--- config.mk ---
export PLATFORM = sky130hd
export DESIGN_NAME = fixed_point_alu
export DESIGN_NICKNAME = d
export VERILOG_FILES = /design/src/rtl/fpa_pkg.sv /design/src/rtl/fpa_front.sv /design/src/rtl/fpa_queue.sv /design/src/rtl/fpa_back.sv /design/src/rtl/fixed_point_alu.sv
export SDC_FILE = /design/constraint.sdc
export NUM_CORES = 2
export LEC_CHECK = 0
export BUFFER_PORTS_ARGS = -buffer_cell sky130_fd_sc_hd__buf_2
export CAP_MARGIN = 10
export CORE_MARGIN = 5
export CORE_UTILIZATION = 60
export CTS_CLUSTER_SIZE = 40
export DETAILED_ROUTE_END_ITERATION = 8
export PLACE_DENSITY_LB_ADDON = 0.25
export SYNTH_ARGS = -nofsm -noshare
export SYNTH_HDL_FRONTEND = slang
export SYNTH_SLANG_ARGS = --single-unit
--- constraint.sdc ---
create_clock -name clk -period 25.1 [get_ports clk]
set_input_delay 3.765 -clock clk [delete_from_list [all_inputs] [get_ports clk]]
set_output_delay 3.765 -clock clk [all_outputs]
set_load 0.02 [all_outputs]
--- src/rtl/fpa_pkg.sv ---
// ----------------------------------------------------------------------------
// fpa_pkg
// Shared constants, types and codes for the fixed-point ALU.
// ----------------------------------------------------------------------------
package fpa_pkg;

  localparam int WORD_BITS     = 32;
  localparam int FRACTION_BITS = 8;

  // divide numerator |a| << (F+1) plus |b|, also the quotient width
  localparam int NUM_W     = WORD_BITS + FRACTION_BITS + 1;
  localparam int MAG_W     = (2 * WORD_BITS > NUM_W) ? 2 * WORD_BITS : NUM_W;
  localparam int DIV_CNT_W = $clog2(NUM_W + 1);

  typedef logic signed [WORD_BITS-1:0] word_t;
  typedef logic [WORD_BITS-1:0]        umag_t;
  typedef logic [MAG_W-1:0]            mag_t;

  localparam word_t WORD_MAX = word_t'({1'b0, {(WORD_BITS-1){1'b1}}});
  localparam word_t WORD_MIN = word_t'({1'b1, {(WORD_BITS-1){1'b0}}});

  typedef enum logic [3:0] {
    OP_ADD, OP_SUB, OP_MUL, OP_DIV, OP_INC,
    OP_DEC, OP_CMP, OP_MIN, OP_FROM_INT, OP_TO_INT
  } op_t;

  typedef enum logic [1:0] {
    ST_OK, ST_SAT, ST_DIV0
  } status_t;

  typedef struct packed {
    logic lt;
    logic eq;
    logic gt;
  } cmp_t;

  typedef struct packed {
    op_t   op;
    word_t a;
    word_t b;
    umag_t mag_a;
    umag_t mag_b;
    logic  neg;
    cmp_t  cmp;
  } item_t;

endpackage

--- src/rtl/fpa_front.sv ---
// ----------------------------------------------------------------------------
// fpa_front
// Accepts items, narrows operands to the word, compares them and takes
// magnitudes and result sign, then hands the item to the queue.
// ----------------------------------------------------------------------------
module fpa_front (
  input  logic               clk,
  input  logic               rst,
  input  logic               in_valid,
  output logic               in_stall,
  input  logic [3:0]         op,
  input  logic signed [31:0] operand_a,
  input  logic signed [31:0] operand_b,
  output logic               q_push,
  output fpa_pkg::item_t     q_item,
  input  logic               q_full
);

  localparam int W = fpa_pkg::WORD_BITS;

  fpa_pkg::word_t a;
  fpa_pkg::word_t b;
  fpa_pkg::item_t item_next;
  fpa_pkg::item_t item;
  logic           valid;
  logic           accept;

  always_comb begin
    a = fpa_pkg::word_t'(operand_a[W-1:0]);
    b = fpa_pkg::word_t'(operand_b[W-1:0]);
    item_next.op     = fpa_pkg::op_t'(op);
    item_next.a      = a;
    item_next.b      = b;
    item_next.mag_a  = a[W-1] ? fpa_pkg::umag_t'(0) - fpa_pkg::umag_t'(a) : fpa_pkg::umag_t'(a);
    item_next.mag_b  = b[W-1] ? fpa_pkg::umag_t'(0) - fpa_pkg::umag_t'(b) : fpa_pkg::umag_t'(b);
    item_next.neg    = (fpa_pkg::op_t'(op) == fpa_pkg::OP_FROM_INT) ? a[W-1] : (a[W-1] ^ b[W-1]);
    item_next.cmp.lt = a < b;
    item_next.cmp.eq = a == b;
    item_next.cmp.gt = a > b;
  end

  assign in_stall = valid && q_full;
  assign accept   = in_valid && !in_stall;
  assign q_push   = valid && !q_full;
  assign q_item   = item;

  always_ff @(posedge clk) begin
    if (rst) begin
      valid <= 1'b0;
    end else if (accept) begin
      valid <= 1'b1;
    end else if (q_push) begin
      valid <= 1'b0;
    end
  end

  always_ff @(posedge clk) begin
    if (accept) begin
      item <= item_next;
    end
  end

endmodule

--- src/rtl/fpa_queue.sv ---
// ----------------------------------------------------------------------------
// fpa_queue
// Two-entry item queue between the front and the back.
// ----------------------------------------------------------------------------
module fpa_queue (
  input  logic           clk,
  input  logic           rst,
  input  logic           push,
  input  fpa_pkg::item_t push_item,
  output logic           full,
  input  logic           pop,
  output logic           head_valid,
  output fpa_pkg::item_t head_item
);

  fpa_pkg::item_t mem [2];
  logic           wr_ptr;
  logic           rd_ptr;
  logic [1:0]     cnt;

  assign full       = cnt == 2'd2;
  assign head_valid = cnt != 2'd0;
  assign head_item  = mem[rd_ptr];

  always_ff @(posedge clk) begin
    if (rst) begin
      wr_ptr <= 1'b0;
      rd_ptr <= 1'b0;
      cnt    <= 2'd0;
    end else begin
      if (push) begin
        wr_ptr <= !wr_ptr;
      end
      if (pop) begin
        rd_ptr <= !rd_ptr;
      end
      cnt <= cnt + {1'b0, push} - {1'b0, pop};
    end
  end

  always_ff @(posedge clk) begin
    if (push) begin
      mem[wr_ptr] <= push_item;
    end
  end

endmodule

--- src/rtl/fpa_back.sv ---
// ----------------------------------------------------------------------------
// fpa_back
// Execute pipeline: operand stage with a restoring divider, magnitude
// stage (sum, product, quotient, shift or select), round, clamp, out register.
// ----------------------------------------------------------------------------
module fpa_back (
  input  logic               clk,
  input  logic               rst,
  input  logic               q_valid,
  input  fpa_pkg::item_t     q_item,
  output logic               q_pop,
  output logic               out_valid,
  input  logic               out_stall,
  output logic signed [31:0] result_value,
  output logic               a_less,
  output logic               a_equal,
  output logic               a_greater,
  output logic [1:0]         status
);

  localparam int W     = fpa_pkg::WORD_BITS;
  localparam int F     = fpa_pkg::FRACTION_BITS;
  localparam int NUM_W = fpa_pkg::NUM_W;
  localparam int CNT_W = fpa_pkg::DIV_CNT_W;
  localparam fpa_pkg::mag_t HALF    = fpa_pkg::mag_t'(1) << (F - 1);
  localparam fpa_pkg::mag_t LIM_NEG = fpa_pkg::mag_t'(1) << (W - 1);
  localparam fpa_pkg::mag_t LIM_POS = LIM_NEG - fpa_pkg::mag_t'(1);

  // operand stage
  logic           s1_valid;
  fpa_pkg::item_t s1;
  logic           s1_done;
  logic           s1_load;
  // divider
  logic [CNT_W-1:0] div_left;
  logic [W:0]       div_rem;
  logic [W:0]       div_den;
  logic [NUM_W-1:0] div_num;
  logic [W+1:0]     rem_sh;
  logic             rem_ge;
  // magnitude stage
  logic             s2_valid;
  logic             s2_load;
  fpa_pkg::word_t   s2_res, s2_res_next;
  fpa_pkg::status_t s2_st, s2_st_next;
  logic             s2_use_mag, s2_use_mag_next;
  logic             s2_round, s2_round_next;
  logic             s2_neg;
  fpa_pkg::mag_t    s2_mag, s2_mag_next;
  fpa_pkg::cmp_t    s2_cmp;
  logic [2*W-1:0]   prod;
  logic signed [W:0] ea, eb, sum;
  fpa_pkg::word_t   sa;
  // output stage
  logic             out_free;
  fpa_pkg::mag_t    m;
  fpa_pkg::word_t   fin_res;
  fpa_pkg::status_t fin_st;
  fpa_pkg::word_t   out_res;
  fpa_pkg::status_t out_st;
  fpa_pkg::cmp_t    out_cmp;

  assign out_free = !out_valid || !out_stall;
  assign s2_load  = !s2_valid || out_free;
  assign s1_done  = div_left == '0;
  assign s1_load  = !s1_valid || (s1_done && s2_load);
  assign q_pop    = s1_load && q_valid;

  assign rem_sh = {div_rem, div_num[NUM_W-1]};
  assign rem_ge = rem_sh >= {1'b0, div_den};

  always_ff @(posedge clk) begin
    if (rst) begin
      s1_valid <= 1'b0;
      div_left <= '0;
    end else begin
      if (s1_load) begin
        s1_valid <= q_valid;
      end
      if (q_pop) begin
        div_left <= (q_item.op == fpa_pkg::OP_DIV && q_item.mag_b != '0) ?
                    CNT_W'(NUM_W) : '0;
      end else if (div_left != '0) begin
        div_left <= div_left - CNT_W'(1);
      end
    end
  end

  always_ff @(posedge clk) begin
    if (q_pop) begin
      s1      <= q_item;
      div_rem <= '0;
      div_den <= {q_item.mag_b, 1'b0};
      div_num <= (NUM_W'(q_item.mag_a) << (F + 1)) + NUM_W'(q_item.mag_b);
    end else if (div_left != '0) begin
      div_rem <= rem_ge ? (W+1)'(rem_sh - {1'b0, div_den}) : rem_sh[W:0];
      div_num <= {div_num[NUM_W-2:0], rem_ge};
    end
  end

  assign prod = s1.mag_a * s1.mag_b;

  always_comb begin
    sa  = s1.a;
    ea  = {s1.a[W-1], s1.a};
    eb  = {s1.b[W-1], s1.b};
    sum = '0;
    s2_res_next     = '0;
    s2_st_next      = fpa_pkg::ST_OK;
    s2_use_mag_next = 1'b0;
    s2_round_next   = 1'b0;
    s2_mag_next     = '0;
    unique case (s1.op)
      fpa_pkg::OP_ADD, fpa_pkg::OP_SUB, fpa_pkg::OP_INC, fpa_pkg::OP_DEC: begin
        case (s1.op)
          fpa_pkg::OP_ADD: sum = ea + eb;
          fpa_pkg::OP_SUB: sum = ea - eb;
          fpa_pkg::OP_INC: sum = ea + (W+1)'(1);
          default:         sum = ea - (W+1)'(1);
        endcase
        if (sum[W] != sum[W-1]) begin
          s2_res_next = sum[W] ? fpa_pkg::WORD_MIN : fpa_pkg::WORD_MAX;
          s2_st_next  = fpa_pkg::ST_SAT;
        end else begin
          s2_res_next = fpa_pkg::word_t'(sum[W-1:0]);
        end
      end
      fpa_pkg::OP_MUL: begin
        s2_use_mag_next = 1'b1;
        s2_round_next   = 1'b1;
        s2_mag_next     = fpa_pkg::mag_t'(prod);
      end
      fpa_pkg::OP_DIV: begin
        if (s1.mag_b == '0) begin
          s2_st_next = fpa_pkg::ST_DIV0;
        end else begin
          s2_use_mag_next = 1'b1;
          s2_mag_next     = fpa_pkg::mag_t'(div_num);
        end
      end
      fpa_pkg::OP_CMP: s2_res_next = '0;
      fpa_pkg::OP_MIN: s2_res_next = s1.cmp.lt ? s1.a : s1.b;
      fpa_pkg::OP_FROM_INT: begin
        s2_use_mag_next = 1'b1;
        s2_mag_next     = fpa_pkg::mag_t'(s1.mag_a) << F;
      end
      fpa_pkg::OP_TO_INT: s2_res_next = sa >>> F;
      default: s2_res_next = '0;
    endcase
  end

  always_ff @(posedge clk) begin
    if (rst) begin
      s2_valid <= 1'b0;
    end else if (s2_load) begin
      s2_valid <= s1_valid && s1_done;
    end
  end

  always_ff @(posedge clk) begin
    if (s2_load) begin
      s2_res     <= s2_res_next;
      s2_st      <= s2_st_next;
      s2_use_mag <= s2_use_mag_next;
      s2_round   <= s2_round_next;
      s2_neg     <= s1.neg;
      s2_mag     <= s2_mag_next;
      s2_cmp     <= s1.cmp;
    end
  end

  always_comb begin
    m       = s2_round ? (s2_mag + HALF) >> F : s2_mag;
    fin_res = s2_res;
    fin_st  = s2_st;
    if (s2_use_mag) begin
      if (s2_neg) begin
        if (m > LIM_NEG) begin
          fin_res = fpa_pkg::WORD_MIN;
          fin_st  = fpa_pkg::ST_SAT;
        end else begin
          fin_res = fpa_pkg::word_t'(fpa_pkg::umag_t'(0) - m[W-1:0]);
        end
      end else begin
        if (m > LIM_POS) begin
          fin_res = fpa_pkg::WORD_MAX;
          fin_st  = fpa_pkg::ST_SAT;
        end else begin
          fin_res = fpa_pkg::word_t'(m[W-1:0]);
        end
      end
    end
  end

  always_ff @(posedge clk) begin
    if (rst) begin
      out_valid <= 1'b0;
    end else if (out_free) begin
      out_valid <= s2_valid;
    end
  end

  always_ff @(posedge clk) begin
    if (out_free) begin
      out_res <= fin_res;
      out_st  <= fin_st;
      out_cmp <= s2_cmp;
    end
  end

  assign result_value = 32'(out_res);
  assign a_less       = out_cmp.lt;
  assign a_equal      = out_cmp.eq;
  assign a_greater    = out_cmp.gt;
  assign status       = out_st;

  a_div_holds: assert property (@(posedge clk) disable iff (rst)
    div_left != '0 |-> s1_valid)
    else $error("divider running without an item");

  a_div_stays: assert property (@(posedge clk) disable iff (rst)
    (s1_valid && div_left != '0) |=> (s1_valid && $stable(s1)))
    else $error("item left operand stage during divide");

  a_flags: assert property (@(posedge clk) disable iff (rst)
    out_valid |-> $onehot({a_less, a_equal, a_greater}))
    else $error("compare flags not one-hot");

  a_div0: assert property (@(posedge clk) disable iff (rst)
    (out_valid && status == fpa_pkg::ST_DIV0) |-> result_value == '0)
    else $error("divide by zero with nonzero result");

endmodule

--- src/rtl/fixed_point_alu.sv ---
// ----------------------------------------------------------------------------
// fixed_point_alu
// Signed Q fixed-point ALU: add, sub, mul, div, inc, dec, compare, min,
// int-to-fixed and fixed-to-int, with saturation and compare flags.
//
// Input channel: op, operand_a, operand_b qualified by in_valid; the item
// is taken on a clock edge with in_valid high and in_stall low.
// Output channel: result_value, a_less, a_equal, a_greater and status
// qualified by out_valid; the receiver holds it with out_stall.
// One result per item, in order.
// Path: input register, queue, operand stage, magnitude stage, output
// register. A divide by a nonzero divisor waits in the operand stage
// while the restoring divider forms WORD_BITS + FRACTION_BITS + 1
// quotient bits (41 by default), one quotient bit per cycle. Throughput:
// one item per cycle while out_stall is low; a divide holds the execute pipe.
// A two-entry queue sits between input register and execute pipe, so the
// input keeps taking items while a stalled result waits; when the receiver
// stalls long enough, the pipe and queue fill and in_stall rises.
// Reset empties all stages; no clearing pass.
// ----------------------------------------------------------------------------
module fixed_point_alu (
  input  logic               clk,
  input  logic               rst,
  input  logic               in_valid,
  output logic               in_stall,
  input  logic [3:0]         op,
  input  logic signed [31:0] operand_a,
  input  logic signed [31:0] operand_b,
  output logic               out_valid,
  input  logic               out_stall,
  output logic signed [31:0] result_value,
  output logic               a_less,
  output logic               a_equal,
  output logic               a_greater,
  output logic [1:0]         status
);

  logic           push;
  fpa_pkg::item_t push_item;
  logic           full;
  logic           pop;
  logic           head_valid;
  fpa_pkg::item_t head_item;

  fpa_front u_front (
    .clk       (clk),
    .rst       (rst),
    .in_valid  (in_valid),
    .in_stall  (in_stall),
    .op        (op),
    .operand_a (operand_a),
    .operand_b (operand_b),
    .q_push    (push),
    .q_item    (push_item),
    .q_full    (full)
  );

  fpa_queue u_queue (
    .clk        (clk),
    .rst        (rst),
    .push       (push),
    .push_item  (push_item),
    .full       (full),
    .pop        (pop),
    .head_valid (head_valid),
    .head_item  (head_item)
  );

  fpa_back u_back (
    .clk          (clk),
    .rst          (rst),
    .q_valid      (head_valid),
    .q_item       (head_item),
    .q_pop        (pop),
    .out_valid    (out_valid),
    .out_stall    (out_stall),
    .result_value (result_value),
    .a_less       (a_less),
    .a_equal      (a_equal),
    .a_greater    (a_greater),
    .status       (status)
  );

endmodule
==> results.yml <==
sta:
  setup_tns_ns: 0
  finalCritPeriodShare_pct: 34.9
  fmax_mhz: 114
  finalMaxSlewViolations: 0
  hold_viol: 0
  hold_ws_ns: 0.426
  slew_headroom_pct: 29.5
  min_period_ns: 8.75
  finClkSkew_ns: 0.0481
  rsz0062_at_grt: "no"
  setup-violations-final: 0
  worst_pin_slew_ns: 1.05
global_route:
  grt_pass1_wl_mm: 330
  grt_max_degree: 76
  first_global_vias: 55400
  grt.overflow.total: 0
  antenna_found_initial: 11
  grt_usage_pct: 34.1
die:
  ios: 111
  die_x_um: 357
  die_area_sq_mm: 0.128
  start_util_pct: 60.4
  rows: 127
  design.core.area_sq_mm: 0.120
  die_h_um: 357
worst_setup_path:
  crit_path_start_kind: "register"
  r2r-end: "u_back.s2_mag[57]"
  worst_ep_arrival_time_ns: 9.11
  rrSetupSlack_ns: 16.35
  path_class: "reg -> reg"
  path_max_fanout: 19
  reg2reg_from: "u_back.s1[59]"
  cp-startpoint: "u_back.s1[59]"
  cp.required_ns: 25.46
  r2r_cells: 24
  endpoint_kind: "register"
synthesis:
  synth_flop_cell: "edfxtp_1"
  ys_ff_latch: 766
  yosysTopAreaCell: "edfxtp_1"
  synth_edf_count: 718
  avgSynthCellArea_sq_um: 10.3
  yosys.area.top_type_share_pct: 29.8
  synth.area.top_cells: "edfxtp_1 (30%), fa_1 (25%), ha_1 (6.8%)"
  yosysUniqueCellTypes: 87
  yosys_warnings: 0
  synth-seq-area-share_pct: 31.1
  synth.net_count: 8392
  synth_cells: 7030
  netlist_area_sq_mm: 0.0723
  async_flop_share_pct: 0
layout:
  postLayoutCellArea_sq_mm: 0.0769
  nNetsFinal: 8320
  drive_above_1_share_pct: 7.18
  ff_latch_area_sq_mm: 0.0225
  syn_to_final_growth_pct: 6.35
  fillerInstances: 9556
  multi_input_area_sq_mm: 0.0445
placed_design:
  gp_congestion: 1.02
  dpl.hpwl_mm: 159
  portBuffers: 110
  placed_area_sq_mm: 0.0743
min_path:
  min_path_cells: 0
  min_path_type: "reg -> reg"
  hold_end: "u_back.s2_cmp[1]"
  worstHoldStart: "u_back.s1[1]"
cts:
  insertion_delay_ns: 0.65
  post_cts_resize_count: 0
  cts_buffers: 78
  cts_tree: "done"
  cts_hold_buf: 0
  cts_setup_buffers: 0
  clk_pin_slew_ns: 0.06
  cts_sinks: 766
  cts_buffer_depth: 3
  root_buffer: "clkbuf_16"
  cts_htree_levels: 3
routing:
  drc: 0
  totalWireLength_mm: 214
  routed_via_density: 6.22
  routedWlPerCell_um: 24.8
  vias: 53700
  drt.antenna.violating_nets: 0
  first_pass_iters: 6
  drt-initial-drc-count: 5498
status:
  status: "complete, no violations"
flow_run:
  drv_cap: 0
[Yosys cell counts, types with 38 or more instances]
library cell  instances
a211o_1              38
a21o_1               93
a21oi_1             255
a31oi_1              48
and2_1              604
and3_1               40
clkbuf_1            333
dfxtp_1              48
edfxtp_1            718
fa_1                899
ha_1                391
inv_1              1050
mux2_2              128
mux2i_1              89
nand2_1             695
nand3_1              98
nand4_1              76
nor2_1              257
nor3_1               81
nor4_1               67
o21ai_0             262
xnor2_1             136
xor2_1               64
[worst max path at each step]
stage	endpoint	slack [ns]	depth (start not counted)
after CTS	u_back.s2_mag[57]	16.51	24
final	u_back.s2_mag[57]	16.35	24
after global placement	u_back.s2_mag[59]	16.30	25
after detailed placement	u_back.s2_mag[58]	16.55	26
after global routing	u_back.s2_mag[58]	16.07	26
after floorplan	u_queue.cnt[1]	12.71	14
[critical path: stages (launching register included)]
cell and delay, ns:
edfxtp_1 1.02, buf_4 0.38, and2_1 0.21, fa_1 0.43
fa_1 0.50, inv_1 0.06, fa_1 0.49, fa_1 0.52
inv_1 0.05, fa_1 0.55, fa_1 0.43, fa_1 0.55
inv_1 0.07, fa_1 0.47, inv_1 0.04, ha_1 0.39
a21oi_1 0.28, o21ai_0 0.17, a221o_1 0.35, a21oi_1 0.20
o2bb2ai_1 0.11, a311o_1 0.42, a2111oi_0 0.50, o21bai_1 0.14
mux2i_1 0.14
[cell usage in the layout (no fill, tap or decap), types with 47 or more instances in the layout]
| cell | synthesis | routed |
|---|---|---|
| a21o_1 | 93 | 93 |
| fa_1 | 899 | 899 |
| dfxtp_1 | 48 | 47 |
| xor2_1 | 64 | 64 |
| nand2_1 | 695 | 693 |
| mux2_2 | 128 | 128 |
| mux2i_1 | 89 | 89 |
| nor3_1 | 81 | 78 |
| nand3_1 | 98 | 97 |
| a31oi_1 | 48 | 48 |
| buf_4 | 3 | 100 |
| and2_1 | 604 | 604 |
| inv_1 | 1050 | 1049 |
| nand4_1 | 76 | 76 |
| a21oi_1 | 255 | 254 |
| xnor2_1 | 136 | 136 |
| buf_2 | 8 | 110 |
| o21ai_0 | 262 | 261 |
| edfxtp_1 | 718 | 718 |
| clkbuf_16 | 0 | 79 |
| nor2_1 | 257 | 256 |
| nor4_1 | 67 | 67 |
| ha_1 | 391 | 391 |
[kinds of logic after synthesis]
group	count (synthesis)	share of synthesized area, %
adder cells (fa/ha/maj)	1290	31.7
buffers and inverters	1415	7.40
XOR/XNOR	200	2.42
flip-flops	766	31.1
multiplexers	217	3.23
AO/OA/AOI/OAI	1028	9.19
AND/OR/NAND/NOR	2114	15.0
[final cells by class]
type	count	share of cell area, %
Multi-Input combinational cell	4849	57.9
Sequential cell	766	29.3
Inverter	1052	5.14
Clock buffer	93	2.64
Tap cell	1612	2.62
Timing Repair Buffer	211	1.73
Clock inverter	50	0.695
Antenna cell	1	0.00325
[registers in the layout, indices dropped and copies added, names as in the netlist, 3 cells and up, named ones only]
| register | flops |
|---|---|
| u_back.div_left | 6 |
| u_back.div_num | 41 |
| u_back.div_rem | 33 |
| u_back.eb | 32 |
| u_back.result_value | 32 |
| u_back.s1 | 71 |
| u_back.s2_cmp | 3 |
| u_back.s2_mag | 64 |
| u_back.s2_res | 32 |
| u_back.sa | 31 |
| u_front.q_item | 134 |
| u_queue.mem | 268 |
[per-layer routing]
| metal | wire [um] | track usage, % |
|---|---|---|
| met2 | 97000 | 53.7 |
| met4 | 13100 | 16.9 |
| met5 | 70 | 0 |
| met1 | 82600 | 45.8 |
| met3 | 21600 | 6.54 |
[per-stage QoR]
step                      instances  setup WS (ns)  utilization (%)
after global routing           8633          16.07             64.2
after CTS                      8633          16.51             64.2
after detailed placement       8490          16.55             62.0
after global placement         8489          16.30             62.0
final                          8634          16.35             64.2
after floorplan                7030          12.71                -
Power is not shown: default switching activity piles up to over one toggle a cycle in this logic, so the estimate is an artifact.
